### config.mk
export PLATFORM = sky130hd
export DESIGN_NAME = motor_controller_response_decoder_unit
export DESIGN_NICKNAME = d
export VERILOG_FILES = /design/src/hdl/mcrd_pkg.sv /design/src/hdl/mcrd_decode.sv /design/src/hdl/mcrd_scale.sv /design/src/hdl/mcrd_div.sv /design/src/hdl/mcrd_out.sv /design/src/hdl/motor_controller_response_decoder_unit.sv
export SDC_FILE = /design/constraint.sdc
export NUM_CORES = 1
export LEC_CHECK = 0
export ABC_AREA = 1
export BUFFER_PORTS_ARGS = -buffer_cell sky130_fd_sc_hd__buf_2
export CORE_MARGIN = 2
export CORE_UTILIZATION = 40
export DETAILED_ROUTE_END_ITERATION = 16
export PLACE_DENSITY_LB_ADDON = 0.05
export RECOVER_POWER = 100
export SLEW_MARGIN = 40
export SYNTH_ARGS = -nofsm -noshare
export SYNTH_HDL_FRONTEND = slang
export SYNTH_SLANG_ARGS = --single-unit
export TNS_END_PERCENT = 1
### constraint.sdc
create_clock -name clk -period 7.8 [get_ports clk]
set_input_delay 2.34 -clock clk [delete_from_list [all_inputs] [get_ports clk]]
set_output_delay 2.34 -clock clk [all_outputs]
set_load 0.005 [all_outputs]
### src/hdl/mcrd_pkg.sv
// ----------------------------------------------------------------------------
// mcrd_pkg
// Types, constants and tables shared by the motor controller response decoder.
// ----------------------------------------------------------------------------
`default_nettype none

package mcrd_pkg;

    localparam int NTC_POINTS  = 28;
    localparam int NTC_SEG_W   = $clog2(NTC_POINTS - 1);
    localparam int CODE_W      = 16;
    localparam int NUM_W       = 16;
    localparam int DEN_W       = 10;
    localparam int Q_W         = 6;
    localparam int TENTHS_W    = 11;
    localparam int MAIN_W      = 23;
    localparam int SECOND_W    = 9;
    localparam int SCALE_W     = 22;
    localparam int PROD_W      = 38;
    localparam int ROUND_SHIFT = 16;
    localparam int IN_TDATA_W  = 40;
    localparam int OUT_TDATA_W = 48;

    localparam logic [SCALE_W-1:0] VOLT_RECIP  = 22'd118896;
    localparam logic [SCALE_W-1:0] CURR_SCALE  = 22'd2449945;
    localparam logic [PROD_W-1:0]  ROUND_HALF  = 38'd32768;
    localparam logic [CODE_W-1:0]  RAW_INVALID = 16'hFFFF;
    localparam logic [3:0]         LEN_MIN     = 4'd3;

    localparam logic [CODE_W-1:0] NTC_CODE [NTC_POINTS] = '{
        16'd16245, 16'd16308, 16'd16387, 16'd16487, 16'd16609, 16'd16759, 16'd16938,
        16'd17151, 16'd17400, 16'd17688, 16'd18017, 16'd18387, 16'd18797, 16'd19247,
        16'd19733, 16'd20250, 16'd20793, 16'd21357, 16'd21933, 16'd22515, 16'd23097,
        16'd23671, 16'd24232, 16'd24775, 16'd25296, 16'd25792, 16'd26261, 16'd26702
    };

    // temperatures in 0.1 degC
    localparam logic signed [TENTHS_W-1:0] NTC_TENTHS [NTC_POINTS] = '{
        -11'sd350, -11'sd300, -11'sd250, -11'sd200, -11'sd150, -11'sd100, -11'sd50,
        11'sd0,    11'sd50,   11'sd100,  11'sd150,  11'sd200,  11'sd250,  11'sd300,
        11'sd350,  11'sd400,  11'sd450,  11'sd500,  11'sd550,  11'sd600,  11'sd650,
        11'sd700,  11'sd750,  11'sd800,  11'sd850,  11'sd900,  11'sd950,  11'sd1000
    };

    typedef enum logic [2:0] {
        KIND_IGNORED,
        KIND_MOTOR_TEMP,
        KIND_CTRL_TEMP,
        KIND_VOLTAGE,
        KIND_CURRENT,
        KIND_CURRENT_INVALID,
        KIND_UNKNOWN
    } kind_t;

    typedef enum logic [2:0] {
        CFG_RESPONSE_ID,
        CFG_REG_MOTOR_TEMP,
        CFG_REG_CTRL_TEMP,
        CFG_REG_DC_VOLTAGE,
        CFG_REG_DC_CURRENT,
        CFG_SECOND_OFFSET
    } cfg_index_t;

    typedef struct packed {
        logic [10:0] response_id;
        logic [7:0]  reg_motor_temp;
        logic [7:0]  reg_controller_temp;
        logic [7:0]  reg_dc_voltage;
        logic [7:0]  reg_dc_current;
        logic [7:0]  second_sensor_offset;
    } cfg_t;

    localparam cfg_t CFG_RESET = '{
        response_id:          11'd385,
        reg_motor_temp:       8'd73,
        reg_controller_temp:  8'd74,
        reg_dc_voltage:       8'd235,
        reg_dc_current:       8'd32,
        second_sensor_offset: 8'd80
    };

    typedef struct packed {
        logic [10:0] frame_id;
        logic [3:0]  frame_length;
        logic [7:0]  register_byte;
        logic [7:0]  value_low_byte;
        logic [7:0]  value_high_byte;
    } frame_t;

    typedef struct packed {
        kind_t                     kind;
        logic [7:0]                reg_seen;
        logic [SECOND_W-1:0]       second;
        logic signed [MAIN_W-1:0]  main;
        logic [CODE_W-1:0]         raw;
        logic                      interp;
        logic [NTC_SEG_W-1:0]      seg;
    } s1_t;

    typedef struct packed {
        kind_t                       kind;
        logic [7:0]                  reg_seen;
        logic [SECOND_W-1:0]         second;
        logic signed [MAIN_W-1:0]    main;
        logic                        interp;
        logic [NUM_W-1:0]            rem;
        logic [DEN_W-1:0]            den;
        logic signed [TENTHS_W-1:0]  base;
        logic [PROD_W-1:0]           prod;
    } s2_t;

    typedef struct packed {
        kind_t                       kind;
        logic [7:0]                  reg_seen;
        logic [SECOND_W-1:0]         second;
        logic signed [MAIN_W-1:0]    main;
        logic                        interp;
        logic [NUM_W-1:0]            rem;
        logic [DEN_W-1:0]            den;
        logic signed [TENTHS_W-1:0]  base;
        logic [Q_W/2-1:0]            q_hi;
    } s3_t;

    typedef struct packed {
        kind_t                     kind;
        logic [7:0]                reg_seen;
        logic [SECOND_W-1:0]       second;
        logic signed [MAIN_W-1:0]  main;
    } result_t;

    typedef struct packed {
        logic             q;
        logic [NUM_W-1:0] rem;
    } div_t;

    // one restoring division step against den shifted left by shift
    function automatic div_t div_step(input logic [NUM_W-1:0] rem,
                                      input logic [DEN_W-1:0] den,
                                      input int shift);
        logic [NUM_W-1:0] dsh;
        div_t             res;
        dsh = NUM_W'(den) << shift;
        if (rem >= dsh)
        begin
            res.q   = 1'b1;
            res.rem = rem - dsh;
        end
        else
        begin
            res.q   = 1'b0;
            res.rem = rem;
        end
        return res;
    endfunction

endpackage

`default_nettype wire

### src/hdl/mcrd_decode.sv
// ----------------------------------------------------------------------------
// mcrd_decode
// Stage 1: frame filter, register select, simple readings, NTC segment search.
// ----------------------------------------------------------------------------
`default_nettype none

module mcrd_decode (
    input  wire logic            clk,
    input  wire logic            rst_n,
    input  wire mcrd_pkg::cfg_t  cfg,
    input  wire logic            in_valid,
    output logic                 in_ready,
    input  wire mcrd_pkg::frame_t frame,
    output logic                 out_valid,
    input  wire logic            out_ready,
    output mcrd_pkg::s1_t        out_data
);

    logic           valid_reg;
    mcrd_pkg::s1_t  data_reg;
    mcrd_pkg::s1_t  data_next;
    logic [mcrd_pkg::CODE_W-1:0] raw;
    logic           match;

    assign raw   = {frame.value_high_byte, frame.value_low_byte};
    assign match = (frame.frame_id == cfg.response_id) &&
                   (frame.frame_length >= mcrd_pkg::LEN_MIN);

    always_comb
    begin
        data_next        = '0;
        data_next.kind   = mcrd_pkg::KIND_IGNORED;
        data_next.raw    = raw;
        for (int j = 0; j < mcrd_pkg::NTC_POINTS - 1; j++)
        begin
            if (mcrd_pkg::NTC_CODE[j] < raw)
                data_next.seg = mcrd_pkg::NTC_SEG_W'(j);
        end
        if (match)
        begin
            data_next.reg_seen = frame.register_byte;
            if (frame.register_byte == cfg.reg_motor_temp)
            begin
                data_next.kind   = mcrd_pkg::KIND_MOTOR_TEMP;
                data_next.main   = $signed(mcrd_pkg::MAIN_W'(frame.value_low_byte));
                data_next.second = {1'b0, frame.value_low_byte} +
                                   {1'b0, cfg.second_sensor_offset};
            end
            else if (frame.register_byte == cfg.reg_controller_temp)
            begin
                data_next.kind = mcrd_pkg::KIND_CTRL_TEMP;
                if (raw <= mcrd_pkg::NTC_CODE[0])
                    data_next.main = mcrd_pkg::MAIN_W'(mcrd_pkg::NTC_TENTHS[0]);
                else if (raw >= mcrd_pkg::NTC_CODE[mcrd_pkg::NTC_POINTS-1])
                    data_next.main =
                        mcrd_pkg::MAIN_W'(mcrd_pkg::NTC_TENTHS[mcrd_pkg::NTC_POINTS-1]);
                else
                    data_next.interp = 1'b1;
            end
            else if (frame.register_byte == cfg.reg_dc_voltage)
            begin
                data_next.kind = mcrd_pkg::KIND_VOLTAGE;
            end
            else if (frame.register_byte == cfg.reg_dc_current)
            begin
                if (raw == mcrd_pkg::RAW_INVALID)
                begin
                    data_next.kind = mcrd_pkg::KIND_CURRENT_INVALID;
                    data_next.main = $signed(mcrd_pkg::MAIN_W'(raw));
                end
                else
                    data_next.kind = mcrd_pkg::KIND_CURRENT;
            end
            else
            begin
                data_next.kind = mcrd_pkg::KIND_UNKNOWN;
                data_next.main = $signed(mcrd_pkg::MAIN_W'(raw));
            end
        end
    end

    assign in_ready  = !valid_reg || out_ready;
    assign out_valid = valid_reg;
    assign out_data  = data_reg;

    always_ff @(posedge clk or negedge rst_n)
    begin
        if (!rst_n)
            valid_reg <= 1'b0;
        else if (in_ready)
            valid_reg <= in_valid;
    end

    always_ff @(posedge clk)
    begin
        if (in_ready && in_valid)
            data_reg <= data_next;
    end

endmodule

`default_nettype wire

### src/hdl/mcrd_scale.sv
// ----------------------------------------------------------------------------
// mcrd_scale
// Stage 2: scaling multiply and NTC interpolation numerator and divisor.
// ----------------------------------------------------------------------------
`default_nettype none

module mcrd_scale (
    input  wire logic           clk,
    input  wire logic           rst_n,
    input  wire logic           in_valid,
    output logic                in_ready,
    input  wire mcrd_pkg::s1_t  in_data,
    output logic                out_valid,
    input  wire logic           out_ready,
    output mcrd_pkg::s2_t       out_data
);

    logic           valid_reg;
    mcrd_pkg::s2_t  data_reg;
    mcrd_pkg::s2_t  data_next;
    logic [mcrd_pkg::NTC_SEG_W-1:0] seg_up;
    logic [mcrd_pkg::CODE_W-1:0]    code_lo;
    logic [mcrd_pkg::CODE_W-1:0]    span;
    logic [mcrd_pkg::CODE_W-1:0]    offs;
    logic [mcrd_pkg::TENTHS_W-1:0]  step;
    logic [mcrd_pkg::CODE_W+mcrd_pkg::Q_W-1:0] num_wide;
    logic [mcrd_pkg::SCALE_W-1:0]   scale;

    assign seg_up   = in_data.seg + mcrd_pkg::NTC_SEG_W'(1);
    assign code_lo  = mcrd_pkg::NTC_CODE[in_data.seg];
    assign span     = mcrd_pkg::NTC_CODE[seg_up] - code_lo;
    assign offs     = in_data.raw - code_lo;
    assign step     = mcrd_pkg::NTC_TENTHS[seg_up] - mcrd_pkg::NTC_TENTHS[in_data.seg];
    assign num_wide = (mcrd_pkg::CODE_W+mcrd_pkg::Q_W)'(offs) *
                      (mcrd_pkg::CODE_W+mcrd_pkg::Q_W)'(step[mcrd_pkg::Q_W-1:0]);
    assign scale    = (in_data.kind == mcrd_pkg::KIND_VOLTAGE) ? mcrd_pkg::VOLT_RECIP
                                                                : mcrd_pkg::CURR_SCALE;

    always_comb
    begin
        data_next.kind     = in_data.kind;
        data_next.reg_seen = in_data.reg_seen;
        data_next.second   = in_data.second;
        data_next.main     = in_data.main;
        data_next.interp   = in_data.interp;
        data_next.rem      = num_wide[mcrd_pkg::NUM_W-1:0];
        data_next.den      = span[mcrd_pkg::DEN_W-1:0];
        data_next.base     = mcrd_pkg::NTC_TENTHS[in_data.seg];
        data_next.prod     = mcrd_pkg::PROD_W'(in_data.raw) * mcrd_pkg::PROD_W'(scale);
    end

    assign in_ready  = !valid_reg || out_ready;
    assign out_valid = valid_reg;
    assign out_data  = data_reg;

    always_ff @(posedge clk or negedge rst_n)
    begin
        if (!rst_n)
            valid_reg <= 1'b0;
        else if (in_ready)
            valid_reg <= in_valid;
    end

    always_ff @(posedge clk)
    begin
        if (in_ready && in_valid)
            data_reg <= data_next;
    end

endmodule

`default_nettype wire

### src/hdl/mcrd_div.sv
// ----------------------------------------------------------------------------
// mcrd_div
// Stage 3: rounding of scaled readings, upper quotient bits of interpolation.
// ----------------------------------------------------------------------------
`default_nettype none

module mcrd_div (
    input  wire logic           clk,
    input  wire logic           rst_n,
    input  wire logic           in_valid,
    output logic                in_ready,
    input  wire mcrd_pkg::s2_t  in_data,
    output logic                out_valid,
    input  wire logic           out_ready,
    output mcrd_pkg::s3_t       out_data
);

    logic           valid_reg;
    mcrd_pkg::s3_t  data_reg;
    mcrd_pkg::s3_t  data_next;
    logic [mcrd_pkg::PROD_W-1:0] rounded;

    assign rounded = in_data.prod + mcrd_pkg::ROUND_HALF;

    always_comb
    begin
        mcrd_pkg::div_t st;
        st.q               = 1'b0;
        st.rem             = in_data.rem;
        data_next.kind     = in_data.kind;
        data_next.reg_seen = in_data.reg_seen;
        data_next.second   = in_data.second;
        data_next.interp   = in_data.interp;
        data_next.den      = in_data.den;
        data_next.base     = in_data.base;
        data_next.q_hi     = '0;
        if (in_data.kind == mcrd_pkg::KIND_VOLTAGE || in_data.kind == mcrd_pkg::KIND_CURRENT)
            data_next.main =
                $signed(mcrd_pkg::MAIN_W'(rounded[mcrd_pkg::PROD_W-1:mcrd_pkg::ROUND_SHIFT]));
        else
            data_next.main = in_data.main;
        for (int b = mcrd_pkg::Q_W - 1; b >= mcrd_pkg::Q_W / 2; b--)
        begin
            st = mcrd_pkg::div_step(st.rem, in_data.den, b);
            data_next.q_hi[b - mcrd_pkg::Q_W / 2] = st.q;
        end
        data_next.rem = st.rem;
    end

    assign in_ready  = !valid_reg || out_ready;
    assign out_valid = valid_reg;
    assign out_data  = data_reg;

    always_ff @(posedge clk or negedge rst_n)
    begin
        if (!rst_n)
            valid_reg <= 1'b0;
        else if (in_ready)
            valid_reg <= in_valid;
    end

    always_ff @(posedge clk)
    begin
        if (in_ready && in_valid)
            data_reg <= data_next;
    end

endmodule

`default_nettype wire

### src/hdl/mcrd_out.sv
// ----------------------------------------------------------------------------
// mcrd_out
// Stage 4: lower quotient bits, interpolated temperature, result register.
// ----------------------------------------------------------------------------
`default_nettype none

module mcrd_out (
    input  wire logic           clk,
    input  wire logic           rst_n,
    input  wire logic           in_valid,
    output logic                in_ready,
    input  wire mcrd_pkg::s3_t  in_data,
    output logic                out_valid,
    input  wire logic           out_ready,
    output mcrd_pkg::result_t   out_data
);

    logic               valid_reg;
    mcrd_pkg::result_t  data_reg;
    mcrd_pkg::result_t  data_next;
    logic [mcrd_pkg::Q_W-1:0] quot;

    always_comb
    begin
        mcrd_pkg::div_t st;
        st.q = 1'b0;
        st.rem = in_data.rem;
        quot = {in_data.q_hi, {(mcrd_pkg::Q_W / 2){1'b0}}};
        for (int b = mcrd_pkg::Q_W / 2 - 1; b >= 0; b--)
        begin
            st = mcrd_pkg::div_step(st.rem, in_data.den, b);
            quot[b] = st.q;
        end
        data_next.kind     = in_data.kind;
        data_next.reg_seen = in_data.reg_seen;
        data_next.second   = in_data.second;
        if (in_data.interp)
            data_next.main = mcrd_pkg::MAIN_W'(in_data.base) +
                             $signed(mcrd_pkg::MAIN_W'(quot));
        else
            data_next.main = in_data.main;
    end

    assign in_ready  = !valid_reg || out_ready;
    assign out_valid = valid_reg;
    assign out_data  = data_reg;

    always_ff @(posedge clk or negedge rst_n)
    begin
        if (!rst_n)
            valid_reg <= 1'b0;
        else if (in_ready)
            valid_reg <= in_valid;
    end

    always_ff @(posedge clk)
    begin
        if (in_ready && in_valid)
            data_reg <= data_next;
    end

endmodule

`default_nettype wire

### src/hdl/motor_controller_response_decoder_unit.sv
// ----------------------------------------------------------------------------
// motor_controller_response_decoder_unit
// Decodes motor controller CAN response frames into scaled readings.
//
// Takes one frame beat per clock while m_tready is high and returns one result
// beat per frame, in order. The four register stages are: frame filter and
// register select, the scaling multiplier, and two halves of a six-step
// restoring divider that interpolates the controller NTC table. Every stage
// holds its beat under back-pressure and accepts a new one as soon as its own
// register frees, so throughput is one beat per cycle while m_tready is high.
// Configuration writes are taken in any cycle and act on frames accepted after.
// ----------------------------------------------------------------------------
`default_nettype none

module motor_controller_response_decoder_unit (
    input  wire logic                              clk,
    input  wire logic                              rst_n,
    input  wire logic                              cfg_valid,
    output logic                                   cfg_ready,
    input  wire logic [2:0]                        cfg_index,
    input  wire logic [10:0]                       cfg_data,
    input  wire logic                              s_tvalid,
    output logic                                   s_tready,
    // frame_id, frame_length, register_byte, value_low_byte, value_high_byte
    input  wire logic [mcrd_pkg::IN_TDATA_W-1:0]   s_tdata,
    output logic                                   m_tvalid,
    input  wire logic                              m_tready,
    // reading_kind, main_value, second_value, register_seen
    output logic [mcrd_pkg::OUT_TDATA_W-1:0]       m_tdata
);

    mcrd_pkg::cfg_t     cfg_reg;
    mcrd_pkg::frame_t   frame;
    mcrd_pkg::s1_t      s1_data;
    mcrd_pkg::s2_t      s2_data;
    mcrd_pkg::s3_t      s3_data;
    mcrd_pkg::result_t  res;
    logic s1_valid, s1_ready, s2_valid, s2_ready, s3_valid, s3_ready;

    assign cfg_ready = 1'b1;

    always_ff @(posedge clk or negedge rst_n)
    begin
        if (!rst_n)
            cfg_reg <= mcrd_pkg::CFG_RESET;
        else if (cfg_valid && cfg_ready)
        begin
            case (cfg_index)
                mcrd_pkg::CFG_RESPONSE_ID:    cfg_reg.response_id          <= cfg_data;
                mcrd_pkg::CFG_REG_MOTOR_TEMP: cfg_reg.reg_motor_temp       <= cfg_data[7:0];
                mcrd_pkg::CFG_REG_CTRL_TEMP:  cfg_reg.reg_controller_temp  <= cfg_data[7:0];
                mcrd_pkg::CFG_REG_DC_VOLTAGE: cfg_reg.reg_dc_voltage       <= cfg_data[7:0];
                mcrd_pkg::CFG_REG_DC_CURRENT: cfg_reg.reg_dc_current       <= cfg_data[7:0];
                mcrd_pkg::CFG_SECOND_OFFSET:  cfg_reg.second_sensor_offset <= cfg_data[7:0];
                default:                      cfg_reg <= cfg_reg;
            endcase
        end
    end

    assign frame.frame_id        = s_tdata[10:0];
    assign frame.frame_length    = s_tdata[14:11];
    assign frame.register_byte   = s_tdata[22:15];
    assign frame.value_low_byte  = s_tdata[30:23];
    assign frame.value_high_byte = s_tdata[38:31];

    mcrd_decode u_decode (
        .clk       (clk),
        .rst_n     (rst_n),
        .cfg       (cfg_reg),
        .in_valid  (s_tvalid),
        .in_ready  (s_tready),
        .frame     (frame),
        .out_valid (s1_valid),
        .out_ready (s1_ready),
        .out_data  (s1_data)
    );

    mcrd_scale u_scale (
        .clk       (clk),
        .rst_n     (rst_n),
        .in_valid  (s1_valid),
        .in_ready  (s1_ready),
        .in_data   (s1_data),
        .out_valid (s2_valid),
        .out_ready (s2_ready),
        .out_data  (s2_data)
    );

    mcrd_div u_div (
        .clk       (clk),
        .rst_n     (rst_n),
        .in_valid  (s2_valid),
        .in_ready  (s2_ready),
        .in_data   (s2_data),
        .out_valid (s3_valid),
        .out_ready (s3_ready),
        .out_data  (s3_data)
    );

    mcrd_out u_out (
        .clk       (clk),
        .rst_n     (rst_n),
        .in_valid  (s3_valid),
        .in_ready  (s3_ready),
        .in_data   (s3_data),
        .out_valid (m_tvalid),
        .out_ready (m_tready),
        .out_data  (res)
    );

    assign m_tdata = {5'b0, res.reg_seen, res.second, res.main, res.kind};

endmodule

`default_nettype wire

==> results.md <==
- Io pins: 110
- Layout cells sized above 1: 8.03%
- WP data arrival: 7.58 ns
- Core Rows: 96
- Setup TNS: 0 ns
- Synth Area in XOR/XNOR: 4.66%
- CTS tree: built
- Critical Path Fanout Max: 11
- Cts bufs inserted: 41
- Compound-cell area share of the yosys netlist: 10.6%
- Mapped Area: 27800 sq um
- Vias in the first global route: 21400
- R2r setup slk: 0.54 ns
- Final nets: 3754
- Clock slew at reported path FFs: 0.06 ns
- Largest net degree at the start of global routing: 63
- Post-synthesis adder-cell area fraction: 25.4%
- Gate Count Post-Synth: 3079
- Vias: 21000
- Clock sinks: 335
- Min Tclk post-route: 7.26 ns
- Req. time, crit path: 8.12 ns
- Syn. warnings: 0
- Clk root buf: clkbuf_16
- Synth top area share: 30.2%
- Routability congestion estimate: 0.906
- Per-cell routed wire length: 17.9 um
- Slowest-stage cell, CP: fa_1
- RSZ-0062 raised after global routing: false
- Port Buf Inserts: 102
- Post-Route WL: 75100 um
- CP dominant cell by count: inv_1
- GRT busiest layer: met2
- Status: finished with violations
- Slew Limit Fails: 271
- Met3 capacity usage during global routing: 3.31%
- Final Skew: 0.0344 ns
- Post-synth EDFFs: 280
- Final setup fails: 0
- Fillers: 6811
- Hold_buf cts: 0
- Largest family of logic cells by synthesized area: adder cells
- Met1 Track Usage GR: 29.3%
- Final period util: 93.1%
- Post-CTS setup buffer count: 0
- Antenna violations before repair: 10
- Worst Setup End Kind: flip-flop
- M2 GR Usage: 35.1%
- # H-tree levels: 2
- Avg Inst Size Synth: 9.03 sq um
- Top cells by area, synth: edfxtp_1 30%, ha_1 13%, fa_1 12%
- Die area: 71600 sq um
- Drt first pass iters: 5
- Overflow after GRT: 0
- Fraction of synthesized area in multiplexers: 0.0810%
- Area Growth Syn to Fin: 11.1%
- Largest area contributor in the netlist: edfxtp_1
- First-pass GRT wire length: 118000 um
- Top achievable clock speed: 0.138 GHz
- Worst skew pair latency: 0.58 ns
- Netlist cell types: 74
- Synth Flop Type: edfxtp_1
- Slew @ Worst Pin: 3.65 ns
- Core area: 68700 sq um
- Initial core utilization: 40.5%
- WS Path Type: reg2reg
- Ys async rst share: 16.4%
- Slew headroom: -143%
- Seq/Total Area, Yosys: 35.3%
- DR iter-0 viols: 1330
- Seq cells post-synth: 335
- Chip Width: 268 um
- Post-CTS sizing: 0
- DRC errors left: 0
- Synth Area in Simple Gates: 15.4%
- Post-DP HPWL: 61200 um
- Max incr delay on CP: 0.53 ns
- Violated checks: capacitance limit, slew limit
- Max Cap Viol: 5
- Endpoints failing hold: 0
- DRT antenna net count: 0
- Startpoint Class: flip-flop
- Drt via density: 5.01
- CTS max path bufs: 3
- Total Routing Usage GR: 21.4%
- Hold WC Path Type: reg2reg
- Max reg flops: 96
- Die Ht: 268 um
==> cell usage after synthesis (all sizes together), types with 3 or more instances <==
cell type	count
nor3	30
a2111oi	5
o311ai	3
clkbuf	49
o21a	7
o21ai	226
inv	547
a221oi	3
xor2	105
a21o	8
dfrtp	37
nor4	17
o21bai	9
and3	3
or2	23
nand3b	5
edfxtp	280
o2111ai	4
nand3	82
o221ai	4
fa	167
a22oi	5
and2	5
o31ai	15
clkinv	7
xnor2	42
a211oi	14
nor2	278
a21oi	159
buf	14
and3b	3
nand4	22
nand2	534
ha	296
a31oi	16
o22ai	3
nor3b	6
o211ai	11
dfstp	18
==> logic make-up (layout without fill, tap and decap cells) <==
group                    Yosys count  in the layout
flip-flops                       335            335
adder cells (fa/ha/maj)          463            463
AO/OA/AOI/OAI                    504            504
multiplexers                       2              2
AND/OR/NAND/NOR                 1009           1009
XOR/XNOR                         147            147
other                              2             14
buffers and inverters            617            791
==> final timing paths <==
kind	startpoint	to	cells past startpoint
max reg2reg	u_decode.out_data[0]	u_scale.out_data[74]	36
min	u_div.out_data[73]	u_out.out_data[32]	0
max in group asynchronous	rst_n	cfg_reg[2]	2
min in group asynchronous	rst_n	cfg_reg[29]	2
max	u_decode.out_data[0]	u_scale.out_data[74]	36
min reg2reg	u_div.out_data[73]	u_out.out_data[32]	0
==> critical path, delay by kind of cell, from the launching register on <==
family,cells,cell delay (ns)
adders and majority gates,6,2.41
xor gates and xnor gates,1,0.23
and+or+nand+nor,10,0.92
DFF,1,0.44
AOI/OAI and AO/OA,12,2.20
buffers and inverters,7,0.82
==> metrics by stage <==
step                instances  setup WS (ns)  utilization (%)  hold WS [ns]  instance area, sq um
floorplan                3090           1.16                -         0.400                 27800
global placement         4120          0.585             43.2         0.406                 29700
detailed placement       4120          0.566             43.2         0.406                 29700
CTS                      4195          0.566             45.2         0.396                 31000
global route             4195        0.00883             44.9         0.411                 30900
finish                   4196          0.540             44.9         0.411                 30900
==> routing by layer <==
layer,share of wire (%),vias up
met5,0,-
li1,-,10400
met3,5.3,106
met4,2.8,0
met1,46,10000
met2,46,496
==> cell type report <==
type / count / area [sq um] / share of cell area (%)
Antenna cell: 1 / 2.50 / 0.00811
Clock buffer: 52 / 1110 / 3.59
Timing Repair Buffer: 162 / 851 / 2.76
Sequential cell: 335 / 9810 / 31.8
Clock inverter: 23 / 230 / 0.746
Inverter: 554 / 2090 / 6.76
Multi-Input combinational cell: 2138 / 15600 / 50.6
Tap cell: 931 / 1160 / 3.77
==> cell usage in the layout, fill, tap and decap left out, types with 20 or more instances in the layout <==
cell type  instances
nand2_1          526
inv_1            538
nor2_1           271
xnor2_1           42
dfrtp_1           37
o21ai_0          198
nand4_1           22
xor2_1           104
nand3_1           78
buf_2             55
fa_1             167
buf_4             46
clkbuf_1          67
a21oi_1          156
edfxtp_1         280
or2_2             20
ha_1             296
clkbuf_16         41
nor3_1            28
Power is not shown: default switching activity piles up to over one toggle a cycle in this logic, so the estimate is an artifact.
